[config.mk]
export PLATFORM = sky130hd
export DESIGN_NAME = cpu_alu_8bit_with_flags
export DESIGN_NICKNAME = d
export VERILOG_FILES = /design/src/calu_pkg.sv /design/src/calu_core.sv /design/src/cpu_alu_8bit_with_flags.sv
export SDC_FILE = /design/constraint.sdc
export NUM_CORES = 1
export LEC_CHECK = 0
export ABC_CLOCK_PERIOD_IN_PS = 8700
export BUFFER_PORTS_ARGS = -buffer_cell sky130_fd_sc_hd__buf_2
export CAP_MARGIN = 20
export CORE_MARGIN = 2
export CORE_UTILIZATION = 30
export CTS_CLUSTER_SIZE = 12
export DETAILED_ROUTE_END_ITERATION = 8
export PLACE_DENSITY = 0.46
export SYNTH_ARGS = -nofsm -noshare
export SYNTH_HDL_FRONTEND = slang
export SYNTH_HIERARCHICAL = 1
export SYNTH_SLANG_ARGS = --single-unit
[constraint.sdc]
create_clock -name i_clk -period 8.7 [get_ports i_clk]
set_clock_uncertainty 0.1 [all_clocks]
set_input_delay 0 -clock i_clk [delete_from_list [all_inputs] [get_ports i_clk]]
set_output_delay 0 -clock i_clk [all_outputs]
set_load 0.03 [all_outputs]
[src/calu_pkg.sv]
// ----------------------------------------------------------------------------
// calu_pkg: shared types and constants for the 8-bit ALU
// Holds the operation codes, the input item and the result record.
// ----------------------------------------------------------------------------
package calu_pkg;

    // Operation codes. Codes 11 to 15 are unused and flagged as bad.
    typedef enum logic [3:0] {
        OP_ADD8      = 4'd0,
        OP_SUB8      = 4'd1,
        OP_ADD16_LO  = 4'd2,
        OP_ADD16_HI  = 4'd3,
        OP_SHL       = 4'd4,
        OP_SHR       = 4'd5,
        OP_SRA       = 4'd6,
        OP_ROL       = 4'd7,
        OP_ROR       = 4'd8,
        OP_RLC       = 4'd9,
        OP_RRC       = 4'd10
    } t_op;

    localparam logic [7:0] BYTE_MASK = 8'hff;

    typedef struct packed {
        logic [3:0]  operation;
        logic [15:0] operand_a;
        logic [15:0] operand_b;
        logic        carry_in;
    } t_item;

    typedef struct packed {
        logic [15:0] value;
        logic        zero;
        logic        subtract;
        logic        half;
        logic        carry;
        logic        bad;
    } t_result;

endpackage

[src/calu_core.sv]
// ----------------------------------------------------------------------------
// calu_core: ALU datapath
// Works out the value, the Z, N, H and C flags and the bad-code flag of one operation.
// ----------------------------------------------------------------------------
module calu_core (
    input  calu_pkg::t_item   i_item,
    output calu_pkg::t_result o_result
);

    logic [7:0]  a8;
    logic [7:0]  b8;
    logic        ci;
    logic [8:0]  sum8;
    logic [4:0]  hsum8;
    logic [8:0]  dif8;
    logic [4:0]  hdif8;
    logic [16:0] sum16;
    logic [12:0] sum12;
    logic [4:0]  nib16;
    logic [8:0]  low16;

    always_comb begin
        a8    = i_item.operand_a[7:0] & calu_pkg::BYTE_MASK;
        b8    = i_item.operand_b[7:0] & calu_pkg::BYTE_MASK;
        ci    = i_item.carry_in;

        // Carry and borrow chains; the top bit of each is the carry or borrow out.
        sum8  = {1'b0, a8} + {1'b0, b8} + {8'd0, ci};
        hsum8 = {1'b0, a8[3:0]} + {1'b0, b8[3:0]} + {4'd0, ci};
        dif8  = {1'b0, a8} - {1'b0, b8} - {8'd0, ci};
        hdif8 = {1'b0, a8[3:0]} - {1'b0, b8[3:0]} - {4'd0, ci};
        sum16 = {1'b0, i_item.operand_a} + {1'b0, i_item.operand_b};
        sum12 = {1'b0, i_item.operand_a[11:0]} + {1'b0, i_item.operand_b[11:0]};
        nib16 = {1'b0, i_item.operand_a[3:0]} + {1'b0, i_item.operand_b[3:0]};
        low16 = {1'b0, a8} + {1'b0, b8};

        o_result = '0;

        unique case (calu_pkg::t_op'(i_item.operation))
            calu_pkg::OP_ADD8: begin
                o_result.value = {8'd0, sum8[7:0]};
                o_result.half  = hsum8[4];
                o_result.carry = sum8[8];
            end
            calu_pkg::OP_SUB8: begin
                o_result.value    = {8'd0, dif8[7:0]};
                o_result.subtract = 1'b1;
                o_result.half     = hdif8[4];
                o_result.carry    = dif8[8];
            end
            calu_pkg::OP_ADD16_LO: begin
                o_result.value = sum16[15:0];
                o_result.half  = nib16[4];
                o_result.carry = low16[8];
            end
            calu_pkg::OP_ADD16_HI: begin
                o_result.value = sum16[15:0];
                o_result.half  = sum12[12];
                o_result.carry = sum16[16];
            end
            calu_pkg::OP_SHL: begin
                o_result.value = {8'd0, a8[6:0], 1'b0};
                o_result.carry = a8[7];
            end
            calu_pkg::OP_SHR: begin
                o_result.value = {8'd0, 1'b0, a8[7:1]};
                o_result.carry = a8[0];
            end
            calu_pkg::OP_SRA: begin
                o_result.value = {8'd0, a8[7], a8[7:1]};
                o_result.carry = a8[0];
            end
            calu_pkg::OP_ROL: begin
                o_result.value = {8'd0, a8[6:0], a8[7]};
                o_result.carry = a8[7];
            end
            calu_pkg::OP_ROR: begin
                o_result.value = {8'd0, a8[0], a8[7:1]};
                o_result.carry = a8[0];
            end
            calu_pkg::OP_RLC: begin
                o_result.value = {8'd0, a8[6:0], ci};
                o_result.carry = a8[7];
            end
            calu_pkg::OP_RRC: begin
                o_result.value = {8'd0, ci, a8[7:1]};
                o_result.carry = a8[0];
            end
            default: begin
                o_result.bad = 1'b1;
            end
        endcase

        o_result.zero = !o_result.bad && (o_result.value == 16'd0);
    end

endmodule

[src/cpu_alu_8bit_with_flags.sv]
// ----------------------------------------------------------------------------
// cpu_alu_8bit_with_flags: pipelined 8-bit ALU with Z, N, H and C flags
// An input register, the ALU datapath and a result register; each register
// holds one beat, so one operation can enter on every clock while out is not stalled.
// ----------------------------------------------------------------------------
//
//  Channel  Direction  Handshake                  Payload
//  -------  ---------  -------------------------  ------------------------------
//  in       into ALU   i_in_valid / o_in_ready    operation, operands, carry-in
//  out      from ALU   o_out_valid / i_out_ready  value, Z, N, H, C, bad code
//
// A beat accepted on the in channel is captured in the input register, passes
// through the datapath and is captured in the result register, from which it
// is presented on the out channel; a stall on that channel can hold it back.
// With the output taken on every cycle the block sustains one beat per cycle;
// the throughput is set by the two stage registers, each of which refills in
// the cycle it empties.
// A stall on the out channel holds the result register; the input register
// then fills behind it, and only when both hold a beat does o_in_ready fall.
// The synchronous, active-low reset empties both stages; no payload is reset.
//
module cpu_alu_8bit_with_flags (
    input  logic        i_clk,
    input  logic        i_rst_n,

    input  logic        i_in_valid,
    output logic        o_in_ready,
    input  logic [3:0]  i_operation,
    input  logic [15:0] i_operand_a,
    input  logic [15:0] i_operand_b,
    input  logic        i_carry_in,

    output logic        o_out_valid,
    input  logic        i_out_ready,
    output logic [15:0] o_value,
    output logic        o_flag_zero,
    output logic        o_flag_subtract,
    output logic        o_flag_half,
    output logic        o_flag_carry,
    output logic        o_bad_operation
);

    // Stage occupancy and payload registers.
    logic                r_in_valid;
    logic                n_in_valid;
    calu_pkg::t_item     r_in_item;
    logic                r_out_valid;
    logic                n_out_valid;
    calu_pkg::t_result   r_out_res;

    logic                out_stage_ready;
    logic                in_take;
    logic                out_take;
    calu_pkg::t_result   core_res;

    // The datapath works on whatever the input register holds.
    calu_core u_core (
        .i_item   (r_in_item),
        .o_result (core_res)
    );

    // Each stage may load when it is empty or when its beat leaves this cycle.
    always_comb begin
        out_stage_ready = !r_out_valid || i_out_ready;
        o_in_ready      = !r_in_valid || out_stage_ready;
        in_take         = i_in_valid && o_in_ready;
        out_take        = r_in_valid && out_stage_ready;
        n_in_valid      = o_in_ready ? i_in_valid : r_in_valid;
        n_out_valid     = out_stage_ready ? r_in_valid : r_out_valid;
    end

    always_ff @(posedge i_clk) begin
        if (!i_rst_n) begin
            r_in_valid  <= 1'b0;
            r_out_valid <= 1'b0;
        end else begin
            r_in_valid  <= n_in_valid;
            r_out_valid <= n_out_valid;
        end
    end

    always_ff @(posedge i_clk) begin
        if (in_take) begin
            r_in_item.operation <= i_operation;
            r_in_item.operand_a <= i_operand_a;
            r_in_item.operand_b <= i_operand_b;
            r_in_item.carry_in  <= i_carry_in;
        end
        if (out_take) begin
            r_out_res <= core_res;
        end
    end

    assign o_out_valid     = r_out_valid;
    assign o_value         = r_out_res.value;
    assign o_flag_zero     = r_out_res.zero;
    assign o_flag_subtract = r_out_res.subtract;
    assign o_flag_half     = r_out_res.half;
    assign o_flag_carry    = r_out_res.carry;
    assign o_bad_operation = r_out_res.bad;

`ifndef SYNTHESIS
    // An unused code must present an all-zero result.
    a_bad_clears: assert property (@(posedge i_clk) disable iff (!i_rst_n)
        (o_out_valid && o_bad_operation) |->
            (o_value == 16'd0 && !o_flag_zero && !o_flag_subtract &&
             !o_flag_half && !o_flag_carry))
        else $error("bad operation with non-zero result");

    // Z must agree with the value for every used code.
    a_zero_match: assert property (@(posedge i_clk) disable iff (!i_rst_n)
        (o_out_valid && !o_bad_operation) |-> (o_flag_zero == (o_value == 16'd0)))
        else $error("zero flag disagrees with value");

    // Reset empties the pipeline.
    a_reset_empty: assert property (@(posedge i_clk)
        !i_rst_n |=> (!o_out_valid && o_in_ready))
        else $error("pipeline not empty after reset");

    // A beat in the input stage moves on when the result register is free.
    a_advance: assert property (@(posedge i_clk) disable iff (!i_rst_n)
        (r_in_valid && out_stage_ready) |=> r_out_valid)
        else $error("beat lost between stages");

    // A result held under stall keeps the upstream side from losing a beat.
    a_full_stall: assert property (@(posedge i_clk) disable iff (!i_rst_n)
        (r_in_valid && r_out_valid && !i_out_ready) |-> !o_in_ready)
        else $error("input accepted while both stages full and stalled");
`endif

endmodule
* Word level (Yosys, flattened, before mapping)
Index checks and enable logic that the tools add are counted.
** Cells by class
- Add/sub/neg operators :: 10
- Equal/unequal tests :: 10
- Mux-type cells :: 5
- Reduce and logical (&&, ||, !) cells :: 13
** Operators with widths (number)
- 16-bit one-hot mux with 10 select lines :: 1
- 16-bit by 16-bit adder with 17-bit output :: 1
- 4-bit by 3-bit == test with 1-bit output, second input constant :: 4
- 16-bit logical NOT :: 1
- 12-bit by 12-bit adder with 13-bit output :: 1
- 4-bit == test, second input constant :: 3
- 11-bit OR reduction :: 1
- 8-bit by 8-bit adder with 9-bit output :: 1
- 9-bit by 1-bit adder with 9-bit output :: 1
- 8-bit by 8-bit subtractor with 9-bit output :: 1
- 9-bit by 1-bit subtractor with 9-bit output :: 1
- 4-bit by 2-bit == test with 1-bit output, second input constant :: 2
- 1-bit one-hot mux with 6 select lines :: 1
- 4-bit by 4-bit adder with 5-bit output :: 1
- 5-bit by 1-bit adder with 5-bit output :: 1
- 4-bit by 4-bit subtractor with 5-bit output :: 1
- 5-bit by 1-bit subtractor with 5-bit output :: 1
- 4-bit by 1-bit == test with 1-bit output, second input constant :: 1
- 4-bit logical NOT :: 1
- 1-bit one-hot mux with 4 select lines :: 1
- 4-bit OR reduction :: 1
- 1-bit logical AND :: 3
- 3-bit OR reduction :: 1
- 1-bit logical NOT :: 2
- 3 further kinds :: 5
** Storage, ports and cells
- Flip-flop bits (word level) :: 60
- Input bits :: 41
- Output and inout port bits :: 23
- Logic and storage cells :: 50

* Logic depth before layout (Yosys ltp)
- Word-level depth :: 5
- Gate-level depth with buffers :: 13
- Gate-level depth less buffers :: 13

* Cells and area by module
The synthesis kept the hierarchy.
** Modules (own cells, without submodules)
- calu_core :: instances 1, cells each 308, area each 2182.1 µm²
- cpu_alu_8bit_with_flags :: instances 1, cells each 67, area each 1845.5 µm²

* Least setup slack after synthesis
No wires, ideal clock.
- Kind :: reg2reg
- Start :: register r_in_item[0] in the netlist's numbering
- End :: register r_out_res, in the netlist o_flag_zero (data pin)
- Library setup time :: 0.170 ns
- Arrival :: 3.028 ns
- Required time :: 8.430 ns
- Setup slack :: 5.403 ns
- Stages on the path, launching flop included :: 13
- Clock period less this slack :: 3.297 ns
- Cells stage by stage :: edfxtp_1 -> inv_1 -> fa_1 -> inv_1 -> ha_1 -> o211a_1 -> a2111o_1 -> a221oi_2 -> xnor2_1 -> a221o_1 -> a2111oi_2 -> nand4_1 -> nor4_2
** RTL lines
- start, declared :: RTL line cpu_alu_8bit_with_flags.sv:46 : calu_pkg::t_item r_in_item;
- end signal, assigned :: RTL line cpu_alu_8bit_with_flags.sv:90 : r_out_res <= core_res;
- end, declared :: RTL line cpu_alu_8bit_with_flags.sv:49 : calu_pkg::t_result r_out_res;

==> run summary <==
final instance area: 5270 um^2
Tcrit/Tclk final: 42.5%
clock tree from TritonCTS: done
Fill cells: 1280
Routed WL: 10.6 mm
Setup TNS: 0 ns
Vias: 3253
Core ar.: 13200 um^2
xor/xnor cell area share of the yosys netlist: 4.26%
Post-Syn Area per Cell: 10.7 um^2
layout cell share with drive strength beyond 1: 20.0%
initial antenna violation count: 0
first-pass GRT wire length: 16.7 mm
simple-gate share of the synthesized area: 16.2%
ys async rst share: 0%
clock buffer depth: 2
Leak: 0.00215 uW
commonest register cell after synthesis: edfxtp_1
CTS root buf: clkbuf_16
buffers added on ports: 63
final setup vio count: 0
crit-path cells: inv_1 -> ha_1 -> inv_1 -> ha_1 -> o211a_1 -> a2111o_1 -> a221oi_2 -> xnor2_1 -> a221o_1 -> a2111oi_2 -> nand4_1 -> nor4_2
1st-iter DRT viols: 197
Max-cap violations: 0
switching part of the total: 27.5%
Worst-Margin Slew: 1.06 ns
Storage cell area: 1780 um^2
crit end category: register
Distinct cells, synth: 68
Total GRT Usage: 15.5%
post-synthesis mux area share: 2.02%
Syn Nets: 450
DRC viols: 0
number of synthesized flops with an enable pin: 58
die area: 14400 um^2
Crit Path Class: reg2reg
die height: 120 um
Boundary Pins: 64
Post-CTS Setup Bufs: 0
Seq pwr share: 37.6%
Clock power frac: 39.6%
Final HPWL DP: 8.00 mm
CP max stage cell: a2111o_1
ANT nets after route: 0
largest family of logic cells by synthesized area: compound AO/OA/AOI/OAI gates
Data required, critical path: 8.77 ns
CTS buffer count: 9
Synth-to-Final Area Change: 30.8%
minimum clock period after layout: 3.70 ns
drt first pass iters: 4
post-synthesis adder-cell area fraction: 11.1%
internal power: 679 uW
CP max FO: 7
post-synthesis compound-gate area fraction: 18.4%
Comb power frac: 22.8%
Skew-Pair Late Insertion Delay: 0.34 ns
mean number of vias per cell: 4.91
row count: 42
fmax: 270 MHz
number of global-route vias before repair: 3168
largest net degree at the start of global routing: 38
WL/cell: 16.0 um
synthesized netlist cell count: 375
Relative slew margins: 29.2%
crit-path max cell delay: 0.48 ns
multi-input logic area: 2110 um^2
RSZ-0062 raised after global routing: no
H-tree lvl count: 3
max-slew violations: 0
synthesized cell area: 4030 um^2
Synthesis Warnings: 6
CTS Sinks: 60
Setup crit start kind: register
routability cong.: 0.847
Initial Util: 30.5%
Yosys reg bits: 60
switching pwr: 257 uW
Fin. Hold Viols: 0
status: completed
WP data arrival: 3.77 ns
Placed Area: 4540 um^2
Die W: 120 um
Power Dens Cells: 178 nW/um^2
Reg clk slew, reported paths: 0.05 ns
number of inserted diodes: 0
post-synthesis sequential area ratio: 44.2%
Hold Path Class: in2reg
GR Overflow Total: 0
worst ir drop on vdd: 0.0888 mV
Final Net Count: 556
## kinds of logic after synthesis
| kind of cell | Yosys count |
|---|---|
| simple gates | 113 |
| compound gates | 104 |
| flops | 60 |
| buf+inv | 38 |
| fa+ha+maj | 34 |
| xor+xnor | 18 |
| mux | 8 |
## registers in the layout, summed over array words and instances, names as in the netlist
name and count:
o_bad_operation 1, o_flag_carry 1, o_flag_half 1, o_flag_subtract 1, o_flag_zero 1, o_out_valid 1
o_value 16, r_in_item 37, r_in_valid 1
## cell usage after synthesis, drive strengths merged (3+ instances only)
master | instances | area [um^2]
a21oi | 24 | 120
buf | 7 | 32.5
nor4 | 8 | 56.3
xor2 | 7 | 61.3
ha | 31 | 388
xnor2 | 10 | 87.6
nor3 | 10 | 50.1
a221o | 3 | 30.0
nor2 | 18 | 67.6
nand3 | 9 | 45.0
o31ai | 3 | 22.5
o22ai | 7 | 43.8
a31oi | 5 | 31.3
o21ai | 11 | 55.1
a21o | 7 | 52.6
o21a | 3 | 22.5
inv | 26 | 97.6
nand2 | 19 | 71.3
edfxtp | 58 | 1740
fa | 3 | 60.1
mux2i | 7 | 70.1
a22oi | 7 | 52.6
clkbuf | 4 | 15.0
nand2b | 11 | 68.8
o221ai | 3 | 26.3
and2 | 3 | 18.8
nor3b | 5 | 37.5
or3 | 7 | 50.1
a221oi | 5 | 56.3
nor2b | 11 | 76.3
a2111oi | 3 | 32.5
a211oi | 4 | 30.0
## layer usage
metal | vias to the layer above | global-route usage, % | share of wire, % | wire length, um
met3 | 12 | 4.23 | 5.0 | 526
met1 | 1517 | 20.0 | 45 | 4810
met2 | 71 | 24.5 | 48 | 5070
met5 | - | 0 | 0 | 0
met4 | 0 | 6.62 | 1.8 | 186
li1 | 1653 | - | - | -
## per-stage QoR
step | utilization [%] | total power [uW] | hold WS, ns | std cells | worst slack, ns
2_1_floorplan | - | 501 | -0.00113 | 375 | 5.40
5_1_grt | 40.0 | 986 | 0.103 | 662 | 4.70
3_3_place_gp | 34.4 | 556 | 0.0774 | 604 | 5.04
4_1_cts | 39.8 | 951 | 0.245 | 661 | 4.99
3_5_place_dp | 34.4 | 557 | 0.0781 | 604 | 5.00
6_report | 40.0 | 937 | 0.0804 | 662 | 5.00
## worst max-delay path, delay by kind of cell (launching register included)
family / cells / cell delay [ns]
xor gates and xnor gates: 1 / 0.11
AOI/OAI and AO/OA: 5 / 1.58
adders and majority gates: 2 / 0.79
buffers and inverters: 2 / 0.22
and+or+nand+nor: 2 / 0.30
DFF: 1 / 0.43
## repair_timing
action,4_1_cts,5_1_grt
hold buffers,41,0
gates resized for setup,0,0
endpoints found under the hold margin,39,0
## cells in the final DEF, fill, tap and decap left out, drive strengths merged, types with 11 or more instances in the layout
cell type    instances
ha                  31
buf                 65
o21ai               11
a21oi               24
nand2b              11
inv                 26
edfxtp              58
dlygate4sd3         41
nor2b               11
nand2               19
nor2                18
## layout make-up
cell class	count	area share (%)
clock buffers	10	4.34
clock inverters	6	1.50
inverters	27	1.92
multi-input cells	277	40.1
flip-flops and latches	60	33.8
well taps	176	4.18
repair buffers	106	14.2
## path summary, 6_finish.rpt
check,from,endpoint,slack [ns],depth (start not counted)
setup / recovery,r_in_item[20],o_flag_zero,5.00,12
hold / removal,i_out_ready,o_value[1],0.08,3
setup reg to reg,r_in_item[20],o_flag_zero,5.00,12
hold reg to reg,r_in_valid,o_value[1],0.64,1
## power groups by stage
stage | Clock, uW | Sequential (uW) | Combinational [uW]
2_1_floorplan | 0 | 365 | 136
3_3_place_gp | 0 | 358 | 198
3_5_place_dp | 0 | 358 | 198
4_1_cts | 385 | 353 | 213
5_1_grt | 395 | 355 | 236
6_report | 371 | 352 | 213
(Power assumes the default switching activity.)
